## src/rtl/core/bqum_pkg.sv

```systemverilog
// Shared types, constants and coefficient helper for the biquad upmixer.
// No dependencies; the sequencer, datapath, top level and testbench import this package.
package bqum_pkg;

  localparam int SAMPLE_WIDTH_DEF   = 24;
  localparam int COEF_FRAC_BITS_DEF = 22;

  // Shared multiplier operand and product widths; output history is MUL_W wide.
  localparam int MUL_W  = 32;
  localparam int PROD_W = 2 * MUL_W;

  // Gain registers are signed Q1.15.
  localparam int GAIN_W    = 16;
  localparam int GAIN_FRAC = 15;

  localparam int NUM_FILT          = 6;
  localparam int NUM_CHAN          = 6;
  localparam int NUM_SETS          = 3;
  localparam int NUM_TAPS          = 5;
  localparam int FIRST_GROUP_CHANS = 3;

  // Biquad taps in the order the sequencer multiplies them.
  localparam logic [2:0] TAP_X0 = 3'd0;
  localparam logic [2:0] TAP_X1 = 3'd1;
  localparam logic [2:0] TAP_X2 = 3'd2;
  localparam logic [2:0] TAP_Y1 = 3'd3;
  localparam logic [2:0] TAP_Y2 = 3'd4;

  // Coefficients in units of 1e-4: b0, b1, b2, a1, a2 of low, high and band pass.
  localparam int COEF_DEC [NUM_SETS][NUM_TAPS] = '{
    '{ 6632,  13264,  6632,  12095, 4432 },
    '{ 9223, -18447,  9223, -18391, 8511 },
    '{ 4139,      0, -4139,  -6384, 1722 }
  };

  // Coefficient set used by each filter.
  localparam logic [1:0] FILT_SET [NUM_FILT] = '{2'd0, 2'd1, 2'd2, 2'd2, 2'd1, 2'd0};

  typedef enum logic [2:0] {
    ST_IDLE,
    ST_GAIN1,
    ST_GAIN2,
    ST_MAC,
    ST_FIN,
    ST_OUT
  } ctrl_state_t;

  typedef struct packed {
    logic       load_x;
    logic       mul_en;
    logic       mul_gain;
    logic       gain_sel;
    logic       cap_g1;
    logic       cap_g2;
    logic       acc_clr;
    logic       acc_add;
    logic       fin;
    logic       out_load;
    logic [2:0] filt;
    logic [2:0] step;
    logic [2:0] chan;
  } cmd_t;

  typedef struct packed {
    logic out_free;
  } status_t;

  // Scales a coefficient by 2^frac, rounding to nearest with ties away from zero.
  function automatic longint coef_calc(int n, int frac);
    longint mag;
    longint q;
    mag = longint'((n < 0) ? -n : n) * (longint'(1) << frac);
    q   = (mag + 64'sd5000) / 64'sd10000;
    return (n < 0) ? -q : q;
  endfunction

endpackage

```

## src/rtl/core/bqum_in_if.sv

```systemverilog
// Input channel of the biquad upmixer: valid/ready handshake and one mono sample.
// No dependencies.
interface bqum_in_if #(parameter int SAMPLE_WIDTH = 24);
  logic                           valid;
  logic                           ready;
  logic signed [SAMPLE_WIDTH-1:0] sample_in;

  modport source (output valid, output sample_in, input ready);
  modport sink (input valid, input sample_in, output ready);
endinterface

```

## src/rtl/core/bqum_out_if.sv

```systemverilog
// Result channel of the biquad upmixer: valid/ready handshake and six channel samples.
// No dependencies.
interface bqum_out_if #(parameter int SAMPLE_WIDTH = 24);
  logic                           valid;
  logic                           ready;
  logic signed [SAMPLE_WIDTH-1:0] left_out;
  logic signed [SAMPLE_WIDTH-1:0] center_out;
  logic signed [SAMPLE_WIDTH-1:0] left_side_out;
  logic signed [SAMPLE_WIDTH-1:0] right_side_out;
  logic signed [SAMPLE_WIDTH-1:0] right_out;
  logic signed [SAMPLE_WIDTH-1:0] lfe_out;

  modport source (output valid, output left_out, output center_out, output left_side_out,
                  output right_side_out, output right_out, output lfe_out, input ready);
  modport sink (input valid, input left_out, input center_out, input left_side_out,
                input right_side_out, input right_out, input lfe_out, output ready);
endinterface

```

## src/rtl/core/bqum_ctrl.sv

```systemverilog
// Sequencer of the biquad upmixer: steps the shared multiplier through gains and taps.
// Depends on bqum_pkg.
module bqum_ctrl (
  input  logic              clk,
  input  logic              rst_n,
  input  logic              in_valid,
  output logic              in_ready,
  input  logic              enable,
  input  logic              mode,
  input  bqum_pkg::status_t status,
  output bqum_pkg::cmd_t    cmd
);
  import bqum_pkg::*;

  localparam logic [2:0] LAST_FILT_M0 = 3'(NUM_FILT - 2);
  localparam logic [2:0] LAST_FILT_M1 = 3'(NUM_FILT - 1);

  ctrl_state_t state_r, state_nxt;
  logic [2:0]  filt_r, filt_nxt;
  logic [2:0]  step_r, step_nxt;
  logic [2:0]  last_filt;

  always_ff @(posedge clk) begin
    if (!rst_n) begin
      state_r <= ST_IDLE;
      filt_r  <= '0;
      step_r  <= TAP_X0;
    end else begin
      state_r <= state_nxt;
      filt_r  <= filt_nxt;
      step_r  <= step_nxt;
    end
  end

  assign last_filt = mode ? LAST_FILT_M1 : LAST_FILT_M0;

  always_comb begin
    state_nxt = state_r;
    filt_nxt  = filt_r;
    step_nxt  = step_r;
    in_ready  = 1'b0;
    cmd       = '0;
    cmd.filt  = filt_r;
    cmd.step  = step_r;
    // In mode zero the left channel is unfiltered, so filter f feeds channel f+1.
    cmd.chan  = mode ? filt_r : filt_r + 3'd1;
    case (state_r)
      ST_IDLE: begin
        in_ready = 1'b1;
        if (in_valid) begin
          cmd.load_x = 1'b1;
          filt_nxt   = '0;
          step_nxt   = TAP_X0;
          state_nxt  = enable ? ST_GAIN1 : ST_OUT;
        end
      end
      ST_GAIN1: begin
        cmd.mul_en   = 1'b1;
        cmd.mul_gain = 1'b1;
        state_nxt    = ST_GAIN2;
      end
      ST_GAIN2: begin
        cmd.mul_en   = 1'b1;
        cmd.mul_gain = 1'b1;
        cmd.gain_sel = 1'b1;
        cmd.cap_g1   = 1'b1;
        state_nxt    = ST_MAC;
      end
      ST_MAC: begin
        cmd.mul_en  = 1'b1;
        cmd.acc_clr = (step_r == TAP_X0);
        cmd.acc_add = (step_r != TAP_X0);
        // The second gain product is still in the product register here.
        cmd.cap_g2  = (filt_r == '0) && (step_r == TAP_X0);
        if (step_r == TAP_Y2) begin
          state_nxt = ST_FIN;
        end else begin
          step_nxt = step_r + 3'd1;
        end
      end
      ST_FIN: begin
        cmd.fin  = 1'b1;
        step_nxt = TAP_X0;
        if (filt_r == last_filt) begin
          state_nxt = ST_OUT;
        end else begin
          filt_nxt  = filt_r + 3'd1;
          state_nxt = ST_MAC;
        end
      end
      ST_OUT: begin
        if (status.out_free) begin
          cmd.out_load = 1'b1;
          state_nxt    = ST_IDLE;
        end
      end
      default: begin
        state_nxt = ST_IDLE;
      end
    endcase
  end

endmodule

```

## src/rtl/core/bqum_dp.sv

```systemverilog
// Datapath of the biquad upmixer: shared multiplier, accumulator, filter history
// and the output register. Depends on bqum_pkg.
module bqum_dp #(
  parameter int SAMPLE_WIDTH   = bqum_pkg::SAMPLE_WIDTH_DEF,
  parameter int COEF_FRAC_BITS = bqum_pkg::COEF_FRAC_BITS_DEF
) (
  input  logic                                 clk,
  input  logic                                 rst_n,
  input  bqum_pkg::cmd_t                       cmd,
  input  logic                                 enable,
  input  logic                                 mode,
  input  logic signed [bqum_pkg::GAIN_W-1:0]   gain1,
  input  logic signed [bqum_pkg::GAIN_W-1:0]   gain2,
  input  logic signed [SAMPLE_WIDTH-1:0]       in_sample,
  input  logic                                 out_ready,
  output bqum_pkg::status_t                    status,
  output logic                                 out_valid,
  output logic signed [SAMPLE_WIDTH-1:0]       left_out,
  output logic signed [SAMPLE_WIDTH-1:0]       center_out,
  output logic signed [SAMPLE_WIDTH-1:0]       left_side_out,
  output logic signed [SAMPLE_WIDTH-1:0]       right_side_out,
  output logic signed [SAMPLE_WIDTH-1:0]       right_out,
  output logic signed [SAMPLE_WIDTH-1:0]       lfe_out
);
  import bqum_pkg::*;

  localparam int SW    = SAMPLE_WIDTH;
  localparam int ACC_W = PROD_W + 3;

  localparam logic signed [ACC_W-1:0]  RND   = ACC_W'(1) << (COEF_FRAC_BITS - 1);
  localparam logic signed [ACC_W-1:0]  Y_MAX = (ACC_W'(1) << (MUL_W - 1)) - ACC_W'(1);
  localparam logic signed [ACC_W-1:0]  Y_MIN = ~Y_MAX;
  localparam logic signed [ACC_W-1:0]  S_MAX = (ACC_W'(1) << (SW - 1)) - ACC_W'(1);
  localparam logic signed [ACC_W-1:0]  S_MIN = ~S_MAX;
  localparam logic signed [PROD_W-1:0] G_RND = PROD_W'(1) << (GAIN_FRAC - 1);
  localparam logic signed [PROD_W-1:0] G_MAX = (PROD_W'(1) << (SW - 1)) - PROD_W'(1);
  localparam logic signed [PROD_W-1:0] G_MIN = ~G_MAX;

  logic signed [MUL_W-1:0]  coef_w [NUM_SETS][NUM_TAPS];

  logic signed [SW-1:0]     x_r;
  logic signed [SW-1:0]     g1_r;
  logic signed [SW-1:0]     g2_r;
  logic signed [PROD_W-1:0] prod_r;
  logic                     prod_neg_r;
  logic signed [ACC_W-1:0]  acc_r;
  logic signed [SW-1:0]     x1_r [NUM_FILT];
  logic signed [SW-1:0]     x2_r [NUM_FILT];
  logic signed [MUL_W-1:0]  y1_r [NUM_FILT];
  logic signed [MUL_W-1:0]  y2_r [NUM_FILT];
  logic signed [SW-1:0]     ch_r [NUM_CHAN];
  logic                     out_valid_r;
  logic signed [SW-1:0]     left_r;
  logic signed [SW-1:0]     center_r;
  logic signed [SW-1:0]     left_side_r;
  logic signed [SW-1:0]     right_side_r;
  logic signed [SW-1:0]     right_r;
  logic signed [SW-1:0]     lfe_r;

  logic [1:0]               set_w;
  logic signed [SW-1:0]     gx_w;
  logic signed [MUL_W-1:0]  opa_w;
  logic signed [MUL_W-1:0]  opb_w;
  logic signed [PROD_W-1:0] prod_w;
  logic signed [PROD_W-1:0] g_round_w;
  logic signed [PROD_W-1:0] g_sh_w;
  logic signed [SW-1:0]     g_sat_w;
  logic signed [ACC_W-1:0]  prod_ext_w;
  logic signed [ACC_W-1:0]  addend_w;
  logic signed [ACC_W-1:0]  sum_w;
  logic signed [ACC_W-1:0]  sh_w;
  logic signed [MUL_W-1:0]  y_sat_w;
  logic signed [SW-1:0]     s_sat_w;

  // Coefficient table, fixed at elaboration.
  for (genvar i = 0; i < NUM_SETS; i++) begin : g_set
    for (genvar j = 0; j < NUM_TAPS; j++) begin : g_tap
      assign coef_w[i][j] = MUL_W'(coef_calc(COEF_DEC[i][j], COEF_FRAC_BITS));
    end
  end

  assign set_w = FILT_SET[cmd.filt];
  assign gx_w  = (cmd.chan < 3'(FIRST_GROUP_CHANS)) ? g1_r : g2_r;

  always_comb begin
    if (cmd.mul_gain) begin
      opa_w = cmd.gain_sel ? MUL_W'(gain2) : MUL_W'(gain1);
      opb_w = MUL_W'(x_r);
    end else begin
      opa_w = coef_w[set_w][cmd.step];
      case (cmd.step)
        TAP_X0:  opb_w = MUL_W'(gx_w);
        TAP_X1:  opb_w = MUL_W'(x1_r[cmd.filt]);
        TAP_X2:  opb_w = MUL_W'(x2_r[cmd.filt]);
        TAP_Y1:  opb_w = y1_r[cmd.filt];
        default: opb_w = y2_r[cmd.filt];
      endcase
    end
  end

  assign prod_w = opa_w * opb_w;

  // Gained sample: round at bit 14, floor shift by 15, saturate.
  assign g_round_w = prod_r + G_RND;
  assign g_sh_w    = g_round_w >>> GAIN_FRAC;
  assign g_sat_w   = (g_sh_w > G_MAX) ? G_MAX[SW-1:0] :
                     (g_sh_w < G_MIN) ? G_MIN[SW-1:0] : g_sh_w[SW-1:0];

  // Feedback taps are subtracted; the rounding half is preloaded into the accumulator.
  assign prod_ext_w = ACC_W'(prod_r);
  assign addend_w   = prod_neg_r ? -prod_ext_w : prod_ext_w;
  assign sum_w      = acc_r + addend_w;
  assign sh_w       = sum_w >>> COEF_FRAC_BITS;
  assign y_sat_w    = (sh_w > Y_MAX) ? Y_MAX[MUL_W-1:0] :
                      (sh_w < Y_MIN) ? Y_MIN[MUL_W-1:0] : sh_w[MUL_W-1:0];
  assign s_sat_w    = (sh_w > S_MAX) ? S_MAX[SW-1:0] :
                      (sh_w < S_MIN) ? S_MIN[SW-1:0] : sh_w[SW-1:0];

  always_ff @(posedge clk) begin
    if (cmd.load_x) begin
      x_r <= in_sample;
    end
    if (cmd.mul_en) begin
      prod_r     <= prod_w;
      prod_neg_r <= !cmd.mul_gain && ((cmd.step == TAP_Y1) || (cmd.step == TAP_Y2));
    end
    if (cmd.cap_g1) begin
      g1_r <= g_sat_w;
    end
    if (cmd.cap_g2) begin
      g2_r <= g_sat_w;
    end
    if (cmd.acc_clr) begin
      acc_r <= RND;
    end else if (cmd.acc_add) begin
      acc_r <= sum_w;
    end
    if (cmd.fin) begin
      ch_r[cmd.chan] <= s_sat_w;
    end
  end

  always_ff @(posedge clk) begin
    if (!rst_n) begin
      for (int i = 0; i < NUM_FILT; i++) begin
        x1_r[i] <= '0;
        x2_r[i] <= '0;
        y1_r[i] <= '0;
        y2_r[i] <= '0;
      end
    end else if (cmd.fin) begin
      x2_r[cmd.filt] <= x1_r[cmd.filt];
      x1_r[cmd.filt] <= gx_w;
      y2_r[cmd.filt] <= y1_r[cmd.filt];
      y1_r[cmd.filt] <= y_sat_w;
    end
  end

  always_ff @(posedge clk) begin
    if (!rst_n) begin
      out_valid_r <= 1'b0;
    end else if (cmd.out_load) begin
      out_valid_r <= 1'b1;
    end else if (out_ready) begin
      out_valid_r <= 1'b0;
    end
  end

  always_ff @(posedge clk) begin
    if (cmd.out_load) begin
      if (!enable) begin
        left_r       <= x_r;
        center_r     <= '0;
        left_side_r  <= '0;
        right_side_r <= '0;
        right_r      <= '0;
        lfe_r        <= '0;
      end else begin
        left_r       <= mode ? ch_r[0] : g1_r;
        center_r     <= ch_r[1];
        left_side_r  <= ch_r[2];
        right_side_r <= ch_r[3];
        right_r      <= ch_r[4];
        lfe_r        <= ch_r[5];
      end
    end
  end

  assign status.out_free = !out_valid_r || out_ready;
  assign out_valid       = out_valid_r;
  assign left_out        = left_r;
  assign center_out      = center_r;
  assign left_side_out   = left_side_r;
  assign right_side_out  = right_side_r;
  assign right_out       = right_r;
  assign lfe_out         = lfe_r;

endmodule

```

## src/rtl/core/mono_to_six_channel_biquad_upmix_top.sv

```systemverilog
// Mono to six channel biquad upmixer, top level: register port, sequencer, datapath.
// A new sample is taken only with the sequencer idle, after the last one is finished.
// Mode one runs six filters and mode zero five on the single shared 32x32 multiplier,
// doing two gain products and five taps per filter; a disabled block skips them all.
// Reset (synchronous, active low) clears the filter history and the handshake state and
// loads the registers with enable on, mode zero and both gains at 23198.
// Depends on bqum_pkg, bqum_in_if, bqum_out_if, bqum_ctrl and bqum_dp.
module mono_to_six_channel_biquad_upmix_top #(
  parameter int SAMPLE_WIDTH   = bqum_pkg::SAMPLE_WIDTH_DEF,
  parameter int COEF_FRAC_BITS = bqum_pkg::COEF_FRAC_BITS_DEF
) (
  input  logic              clk,
  input  logic              rst_n,
  bqum_in_if.sink           in_ch,
  bqum_out_if.source        out_ch,
  input  logic              psel,
  input  logic              penable,
  input  logic              pwrite,
  input  logic [3:0]        paddr,
  input  logic [31:0]       pwdata,
  output logic [31:0]       prdata,
  output logic              pready
);
  import bqum_pkg::*;

  // Register indexes; each register sits at byte address 4 * index.
  localparam logic [1:0] REG_ENABLE = 2'd0;
  localparam logic [1:0] REG_MODE   = 2'd1;
  localparam logic [1:0] REG_GAIN1  = 2'd2;
  localparam logic [1:0] REG_GAIN2  = 2'd3;

  localparam logic signed [GAIN_W-1:0] GAIN_RST = 16'sd23198;

  logic                     enable_r;
  logic                     mode_r;
  logic signed [GAIN_W-1:0] gain1_r;
  logic signed [GAIN_W-1:0] gain2_r;
  logic                     wr_en;
  logic [1:0]               reg_idx;
  cmd_t                     cmd;
  status_t                  status;

  // The register port never stalls; a write lands at the access phase.
  assign pready  = 1'b1;
  assign wr_en   = psel && penable && pwrite;
  assign reg_idx = paddr[3:2];

  always_ff @(posedge clk) begin
    if (!rst_n) begin
      enable_r <= 1'b1;
      mode_r   <= 1'b0;
      gain1_r  <= GAIN_RST;
      gain2_r  <= GAIN_RST;
    end else if (wr_en) begin
      case (reg_idx)
        REG_ENABLE: enable_r <= pwdata[0];
        REG_MODE:   mode_r   <= pwdata[0];
        REG_GAIN1:  gain1_r  <= pwdata[GAIN_W-1:0];
        REG_GAIN2:  gain2_r  <= pwdata[GAIN_W-1:0];
        default:    enable_r <= enable_r;
      endcase
    end
  end

  always_comb begin
    case (reg_idx)
      REG_ENABLE: prdata = {31'd0, enable_r};
      REG_MODE:   prdata = {31'd0, mode_r};
      REG_GAIN1:  prdata = {16'd0, gain1_r};
      REG_GAIN2:  prdata = {16'd0, gain2_r};
      default:    prdata = '0;
    endcase
  end

  // The sequencer takes a new item only when idle; a finished result sits in the
  // datapath's output register, so the next item can start while it waits to be taken.
  bqum_ctrl u_ctrl (
    .clk      (clk),
    .rst_n    (rst_n),
    .in_valid (in_ch.valid),
    .in_ready (in_ch.ready),
    .enable   (enable_r),
    .mode     (mode_r),
    .status   (status),
    .cmd      (cmd)
  );

  // Each filter runs as five multiply steps on the shared multiplier, each product
  // registered before it is accumulated, followed by a finish step that rounds,
  // saturates and updates that filter's history.
  bqum_dp #(
    .SAMPLE_WIDTH   (SAMPLE_WIDTH),
    .COEF_FRAC_BITS (COEF_FRAC_BITS)
  ) u_dp (
    .clk            (clk),
    .rst_n          (rst_n),
    .cmd            (cmd),
    .enable         (enable_r),
    .mode           (mode_r),
    .gain1          (gain1_r),
    .gain2          (gain2_r),
    .in_sample      (in_ch.sample_in),
    .out_ready      (out_ch.ready),
    .status         (status),
    .out_valid      (out_ch.valid),
    .left_out       (out_ch.left_out),
    .center_out     (out_ch.center_out),
    .left_side_out  (out_ch.left_side_out),
    .right_side_out (out_ch.right_side_out),
    .right_out      (out_ch.right_out),
    .lfe_out        (out_ch.lfe_out)
  );

endmodule

```

## src/flat_wrapper.sv

```systemverilog
// flat-port wrapper written by rule: the top's interface ports become plain ports
module mono_to_six_channel_biquad_upmix_top_flat import bqum_pkg::*;
#(
  parameter int SAMPLE_WIDTH   = bqum_pkg::SAMPLE_WIDTH_DEF,
  parameter int COEF_FRAC_BITS = bqum_pkg::COEF_FRAC_BITS_DEF
)
  (clk, rst_n, psel, penable, pwrite, paddr, pwdata, prdata, pready, in_ch_valid, in_ch_sample_in, in_ch_ready, out_ch_valid, out_ch_left_out, out_ch_center_out, out_ch_left_side_out, out_ch_right_side_out, out_ch_right_out, out_ch_lfe_out, out_ch_ready);
  bqum_in_if #(.SAMPLE_WIDTH(SAMPLE_WIDTH)) in_ch_i ();
  bqum_out_if #(.SAMPLE_WIDTH(SAMPLE_WIDTH)) out_ch_i ();
  input  logic clk;
  input  logic rst_n;
  input  logic psel;
  input  logic penable;
  input  logic pwrite;
  input  logic [3:0] paddr;
  input  logic [31:0] pwdata;
  output logic [31:0] prdata;
  output logic pready;
  input wire logic [$bits(in_ch_i.valid)-1:0] in_ch_valid;
  input wire logic [$bits(in_ch_i.sample_in)-1:0] in_ch_sample_in;
  output wire logic [$bits(in_ch_i.ready)-1:0] in_ch_ready;
  output wire logic [$bits(out_ch_i.valid)-1:0] out_ch_valid;
  output wire logic [$bits(out_ch_i.left_out)-1:0] out_ch_left_out;
  output wire logic [$bits(out_ch_i.center_out)-1:0] out_ch_center_out;
  output wire logic [$bits(out_ch_i.left_side_out)-1:0] out_ch_left_side_out;
  output wire logic [$bits(out_ch_i.right_side_out)-1:0] out_ch_right_side_out;
  output wire logic [$bits(out_ch_i.right_out)-1:0] out_ch_right_out;
  output wire logic [$bits(out_ch_i.lfe_out)-1:0] out_ch_lfe_out;
  input wire logic [$bits(out_ch_i.ready)-1:0] out_ch_ready;
  assign in_ch_i.valid = in_ch_valid;
  assign in_ch_i.sample_in = in_ch_sample_in;
  assign in_ch_ready = in_ch_i.ready;
  assign out_ch_valid = out_ch_i.valid;
  assign out_ch_left_out = out_ch_i.left_out;
  assign out_ch_center_out = out_ch_i.center_out;
  assign out_ch_left_side_out = out_ch_i.left_side_out;
  assign out_ch_right_side_out = out_ch_i.right_side_out;
  assign out_ch_right_out = out_ch_i.right_out;
  assign out_ch_lfe_out = out_ch_i.lfe_out;
  assign out_ch_i.ready = out_ch_ready;
  mono_to_six_channel_biquad_upmix_top #(.SAMPLE_WIDTH(SAMPLE_WIDTH), .COEF_FRAC_BITS(COEF_FRAC_BITS)) u_core (.clk(clk), .rst_n(rst_n), .in_ch(in_ch_i), .out_ch(out_ch_i), .psel(psel), .penable(penable), .pwrite(pwrite), .paddr(paddr), .pwdata(pwdata), .prdata(prdata), .pready(pready));
endmodule
```

## config.mk

```make
export PLATFORM = sky130hd
export DESIGN_NAME = mono_to_six_channel_biquad_upmix_top_flat
export DESIGN_NICKNAME = d
export VERILOG_FILES = /design/src/rtl/core/bqum_pkg.sv /design/src/rtl/core/bqum_in_if.sv /design/src/rtl/core/bqum_out_if.sv /design/src/rtl/core/bqum_ctrl.sv /design/src/rtl/core/bqum_dp.sv /design/src/rtl/core/mono_to_six_channel_biquad_upmix_top.sv /design/src/flat_wrapper.sv
export SDC_FILE = /design/constraint.sdc
export NUM_CORES = 2
export LEC_CHECK = 0
export ABC_CLOCK_PERIOD_IN_PS = 28200
export BUFFER_PORTS_ARGS = -buffer_cell sky130_fd_sc_hd__buf_2
export CORE_MARGIN = 3
export CORE_UTILIZATION = 43
export CTS_CLUSTER_SIZE = 12
export DETAILED_ROUTE_END_ITERATION = 6
export PLACE_DENSITY = 0.61
export SYNTH_ARGS = -nofsm -noshare
export SYNTH_HDL_FRONTEND = slang
export SYNTH_SLANG_ARGS = --single-unit
```

## constraint.sdc

```tcl
create_clock -name clk -period 28.2 [get_ports clk]
set_input_delay 1.41 -clock clk [delete_from_list [all_inputs] [get_ports clk]]
set_output_delay 1.41 -clock clk [all_outputs]
set_load 0.05 [all_outputs]
```

* After elaboration in Yosys (flattened, before gate mapping)
Memories as Yosys holds them, arrays and structs flattened. A register that Yosys moved wholly into a read port is not among the register bits.
Index checks and enable logic that the tools add are counted.
** Operators by class
- Multiplexer cells :: 73
- $lt $le $gt $ge :: 10
- Shift operators :: 0
- Equal/unequal tests :: 18
- Bitwise gates (word level) :: 3
- Add/subtract/negate cells :: 5
- Multipliers :: 1
- Div/mod/pow operators :: 0
- Reductions and logical operators :: 34
** Operators by type and width (number)
- $bmux W160 S2 :: 1
- $mux W160 :: 2
- $mux W32 :: 9
- $pmux W32 S4 :: 2
- $mux W24 :: 9
- $bmux W32 S3 :: 1
- $add A67 B67 Y67 :: 1
- $mux W67 :: 1
- $neg A64 Y67 :: 1
- $mux W3 :: 22
- $add A64 B16 Y64 const B :: 1
- $mul A32 B32 Y64 :: 1
- $reduce_or A32 Y1 :: 2
- $gt A49 B24 Y1 const B :: 1
- $lt A49 B24 Y1 const B :: 1
- $reduce_or A24 Y1 :: 2
- $gt A45 B24 Y1 const B :: 1
- $gt A45 B32 Y1 const B :: 1
- $lt A45 B24 Y1 const B :: 1
- $lt A45 B32 Y1 const B :: 1
- $mux W1 :: 20
- $pmux W3 S6 :: 1
- $eq A3 B2 Y1 const B :: 4
- $eq A3 B3 Y1 const B :: 3
- 26 further kinds :: 55
** Word-level totals
- Latch bits :: 0
- Flip-flop bits (word level) :: 272
- Memories kept :: 6
- Memory bits (read-only) :: 16
- Output and inout port bits :: 179
- RAM bits :: 816
- Bits of input ports :: 67
- Logic and storage cells :: 165
** Memories
- u_core.u_dp.y1_r :: depth 6, bits a word 32, rd ports 1, clocked after memory_dff 1, write ports 6, line bqum_dp.sv:49 : logic signed [MUL_W-1:0] y1_r [NUM_FILT];
- u_core.u_dp.y2_r :: depth 6, bits a word 32, rd ports 1, clocked after memory_dff 1, write ports 6, line bqum_dp.sv:50 : logic signed [MUL_W-1:0] y2_r [NUM_FILT];
- u_core.u_dp.ch_r :: depth 6, bits a word 24, rd ports 6, clocked after memory_dff 5, write ports 1, line bqum_dp.sv:51 : logic signed [SW-1:0] ch_r [NUM_CHAN];
- u_core.u_dp.x1_r :: depth 6, bits a word 24, rd ports 1, clocked after memory_dff 1, write ports 6, line bqum_dp.sv:47 : logic signed [SW-1:0] x1_r [NUM_FILT];
- u_core.u_dp.x2_r :: depth 6, bits a word 24, rd ports 1, clocked after memory_dff 1, write ports 6, line bqum_dp.sv:48 : logic signed [SW-1:0] x2_r [NUM_FILT];
- (name not given) :: depth 8, bits a word 2, rd ports 1, clocked after memory_dff 0, write ports 0, line bqum_dp.sv:82 : assign set_w = FILT_SET[cmd.filt];

* Longest topological paths before layout
- Word-level depth :: 13
- Mapped depth :: 43

* Cells and area by module
A second synthesis with hierarchy kept.
** Unflattened totals
- Cells, all modules :: 8123
- Area total of the unflattened synthesis :: 94597.0 um2
** Modules (own cells, without submodules)
- bqum_dp :: cells an instance 7845, area an instance 92165.9 um2, instances 1
- mono_to_six_channel_biquad_upmix_top :: cells an instance 194, area an instance 1742.9 um2, instances 1
- bqum_ctrl :: cells an instance 84, area an instance 688.2 um2, instances 1

* Worst setup path after synthesis
No wires, ideal clock.
- Path type :: flip-flop to flip-flop
- Start :: reg u_core.u_ctrl.filt_r[1]
- End :: reg u_core.u_dp.prod_r[63] (data pin)
- Buffers on the path :: 3
- Cell stages (with the launch flop) :: 39
- Slack :: 16.843 ns
- Arrival :: 11.101 ns
- Required time :: 27.944 ns
- Path through :: dfxtp_1 inv_1 ha_1 a211oi_1 a21oi_1 a21oi_1 clkbuf_1 mux2i_1 nor2_1 nor4_1 a211oi_1 a21o_1 clkbuf_1 nand2_1 fa_1 fa_1 inv_1 fa_1 (+3 left out) fa_1 fa_1 fa_1 inv_1 fa_1 inv_1 ha_1 clkbuf_1 nand2_1 o21ai_0 or4b_2 a21oi_1 a21oi_1 a21oi_1 o21a_1 o21a_1 or3b_2 a22o_1
** On the way
- Cells in the longest elaborated chain, start to end :: 13
- Elaborated cells between the ends (all ways) :: 19
- Classes of those cells :: add/sub: 1; mul: 1; order compare: 1; mux: 13; bitwise: 2; memory: 1
** Ends and longest elaborated chain
- from (decl) :: line bqum_ctrl.sv:19 : logic [2:0] filt_r, filt_nxt;
- from (signal assigned) :: line bqum_ctrl.sv:30 : filt_r <= filt_nxt;
- $not A3 Y4 (not written as such) :: line bqum_dp.sv:82
- $mem_v2 Z8 W2
- $mux W2 (not written as such) (2 in a row) :: line bqum_dp.sv:82
- $not A2 Y3 (not written as such) :: line bqum_dp.sv:90 : opa_w = coef_w[set_w][cmd.step];
- $bmux W160 S2 :: line bqum_dp.sv:90
- $mux W160 (not written as such) (2 in a row) :: line bqum_dp.sv:90
- $bmux W32 S3 :: line bqum_dp.sv:90
- $mux W32 (not written as such) (2 in a row) :: line bqum_dp.sv:90
- $mux W32 :: line bqum_dp.sv:86 : if (cmd.mul_gain) begin
- $mul A32 B32 Y64 * :: line bqum_dp.sv:101 : assign prod_w = opa_w * opb_w;
- named net u_core.u_dp.prod_w[63] :: line bqum_dp.sv:64 : logic signed [PROD_W-1:0] prod_w;
- to (signal assigned) :: line bqum_dp.sv:124 : prod_r <= prod_w;
- to (decl) :: line bqum_dp.sv:44 : logic signed [PROD_W-1:0] prod_r;
Mark *: on every way through the listed nets, which the timed path passes. The rest lies on a longest branch. The select of a mux whose other input is x is not followed.
A chain may end at the register's enable or synchronous reset.

* Worst setup path after layout
- Start :: reg u_core.u_ctrl.filt_r[0]
- End :: reg u_core.u_dp.prod_r[63] (data pin)
Same word-level chain as after synthesis.

==> reports/metrics.yaml <==
ctsHoldBuffers: 0
port_buffers: 210
finalSetupViolCount: 0
rsz0062_at_grt: "false"
post-route-min-period_ns: 13.92
path_common_cell: "fa_1"
grt_pass1_wl_mm: 433.4
fp-row-count: 172
core_um2: 220400
antenna_found_initial: 6
final_cell_area_um2: 104800
die_area_um2: 228200
yosysSeqAreaShare_pct: 43.85
gp_congestion: 0.9059
vias_per_cell: 5.720
synth_cell_types: 98
start_util_pct: 43.42
max_stage_delay_ns: 1.00
synth_ff_type: "edfxtp_1"
dp_hpwl_mm: 200.5
finalSetupTns_ns: 0
status: "complete, no violations"
n_fill_cell: 19878
die_w_um: 477.7
final_cell_mix: "1321 x edfxtp_1, 1063 x inv_1, 1027 x nor2_1, 875 x fa_1, 560 x nand2_1"
clk_latency_ns: 0.83
overflow: 0
max-clock-path-buffers: 3
min_period_over_period_pct: 49.35
crit_required_ns: 28.78
layout_commonest_cell: "edfxtp_1"
grt_max_degree: 141
syn-cell-area_um2: 95680
slowest_stage: "mux2i_1"
min_to: "u_core.u_dp.acc_r[0]$_SDFFE_PP0P_"
crit_type: "register to register"
path_clk_slew_ns: 0.06
placed_area_um2: 100200
die_y_um: 477.7
io_pins: 246
hold_class: "register to register"
cp_max_fo: 25
postRouteAntennaNets: 0
cts_tree: "yes"
num_vias: 64988
synth-async-reset-ratio_pct: 0
endpoint_kind: "register"
ys_warn_count: 0
wl_mm: 290.9
tightest_slew_ns: 1.270
reg2reg_to: "u_core.u_dp.prod_r[63]$_DFFE_PP_"
htreeDepth: 4
worst_ep_arrival_time_ns: 14.50
syn_to_final_growth_pct: 9.582
drive_above_1_share_pct: 11.61
cts_resized: 0
finClkSkew_ns: 0.05964
netlist_instances: 8261
ys_ff_latch: 1435
fmax_ghz: 0.07185
drc: 0
setup_slack_ns: 14.28
postCtsSetupRepairBufs: 0
r2r_start: "u_core.u_ctrl.filt_r[0]$_SDFFE_PN0P_"
reg2regPathDepth: 37
cts-buffers-inserted: 150
avgSynthCellArea_um2: 11.58
worstSetupStartpoint: "u_core.u_ctrl.filt_r[0]$_SDFFE_PN0P_"
wl_per_cell_um: 25.61
clock_sinks: 1435
slew_headroom_pct: 12.94
slew_viol_final: 0
drtIter0Drc: 6476
fin_nets: 9493
cts_root_buffer: "clkbuf_16"
whs_path_depth: 2
first_pass_iters: 6
start_kind: "register"
timing.max_cap.violations: 0
hold_path.startpoint: "u_core.u_dp.acc_r[0]$_SDFFE_PP0P_"
globalRouteTotalUtil_pct: 25.42
synth_edf_count: 1321
rrSetupSlack_ns: 14.28
grt_pass1_vias: 66428
pre_cts_ws_ns: 14.28
hold_viol: 0
-- how the worst max path moves through the flow --
stage,end,slack (ns),cells past startpoint
2_1_floorplan,u_core.u_dp.prod_r[63]$_DFFE_PP_,16.84,38
3_3_place_gp,u_core.u_dp.prod_r[63]$_DFFE_PP_,14.33,36
3_5_place_dp,u_core.u_dp.prod_r[63]$_DFFE_PP_,14.28,36
4_1_cts,u_core.u_dp.prod_r[63]$_DFFE_PP_,14.25,36
5_1_grt,u_core.u_dp.prod_r[63]$_DFFE_PP_,13.46,36
6_report,u_core.u_dp.prod_r[63]$_DFFE_PP_,14.28,37
-- critical path: cells and delay by family (launching register included) --
kind | cells | cell delay (ns)
fa+ha+maj | 10 | 5.57
compound gates | 13 | 3.13
buf+inv | 8 | 1.84
simple gates | 5 | 1.33
mux | 1 | 1.00
flops | 1 | 0.74
-- metrics by stage --
step	hold WS, ns	utilization [%]	cells
3_3_place_gp	0.4321	45.45	11103
4_1_cts	0.4513	47.57	11357
2_1_floorplan	0.4223	-	8276
5_1_grt	0.4822	47.57	11359
6_report	0.4489	47.58	11361
3_5_place_dp	0.4397	45.45	11103
-- cell families (layout without fill, tap and decap cells) --
group	count (synthesis)	after routing	synth area share (%)
XOR/XNOR	211	211	1.939
buffers and inverters	1602	1725	6.472
flip-flops	1435	1435	43.85
other	2	21	0.007849
multiplexers	435	435	7.502
adder cells (fa/ha/maj)	1129	1129	21.63
AND/OR/NAND/NOR	2377	2377	11.28
AO/OA/AOI/OAI	1070	1070	7.326
-- cell usage after synthesis (8+ instances only) --
cell | number | area, um^2
edfxtp_1 | 1321 | 39670
inv_1 | 1064 | 3994
nor2_1 | 1043 | 3915
fa_1 | 875 | 17520
nand2_1 | 570 | 2140
clkbuf_1 | 412 | 1546
a21oi_1 | 255 | 1276
ha_1 | 254 | 3178
mux4_2 | 225 | 5067
o21ai_0 | 214 | 1071
a211oi_1 | 212 | 1592
mux2i_1 | 203 | 2032
and2_1 | 156 | 975.9
nand2b_1 | 151 | 944.7
xnor2_1 | 141 | 1235
dfxtp_1 | 114 | 2282
nand3_1 | 95 | 475.5
nor3_1 | 86 | 430.4
a21o_1 | 81 | 608.1
xor2_1 | 69 | 604.3
nand4_1 | 67 | 419.2
buf_2 | 56 | 280.3
buf_1 | 41 | 153.9
or2_2 | 39 | 244.0
and3_1 | 36 | 225.2
nor4_1 | 31 | 193.9
nor2b_1 | 29 | 181.4
o221ai_1 | 28 | 245.2
o22ai_1 | 26 | 162.7
a31oi_1 | 25 | 156.4
o21bai_1 | 25 | 187.7
a21boi_0 | 24 | 180.2
o31ai_1 | 21 | 157.7
buf_4 | 20 | 150.1
o21a_1 | 20 | 150.1
o211ai_1 | 19 | 142.6
o21ai_1 | 16 | 80.08
o41ai_1 | 13 | 113.9
a22o_1 | 12 | 105.1
and4_1 | 12 | 105.1
or3_1 | 11 | 68.82
or4_1 | 11 | 82.58
a211o_1 | 8 | 70.07
nor3b_1 | 8 | 60.06
-- area by class of cell --
cell class / instances / area, um^2 / area share [%]
Timing Repair Buffer: 405 / 2552 / 2.434
Clock buffer: 207 / 4050 / 3.863
Inverter: 1066 / 4001 / 3.816
Multi-Input combinational cell: 5239 / 47950 / 45.73
Antenna cell: 4 / 10.01 / 0.009547
Sequential cell: 1435 / 41970 / 40.03
Tap cell: 2958 / 3701 / 3.530
Clock inverter: 47 / 618.1 / 0.5895
-- metal layers --
layer / vias up / track usage (%) / share of wire (%)
li1: 28124 / - / -
met1: 33365 / 33.21 / 39
met2: 2888 / 41.55 / 48
met3: 609 / 4.186 / 7.6
met4: 2 / 11.85 / 5.2
met5: - / 0 / 0.0048
-- state kept, by name, indices dropped and copies added (netlist names), 64 cells and up, named ones only --
signal              count
u_core.u_dp.y2_r      256
u_core.u_dp.y1_r      256
u_core.u_dp.x1_r      192
u_core.u_dp.prod_r     64
u_core.u_dp.ch_r      144
u_core.u_dp.x2_r      192
u_core.u_dp.acc_r      67
Power is left out: the tool's default activity adds up to more than one toggle a clock period on the data nets, which glitch-free logic cannot reach.
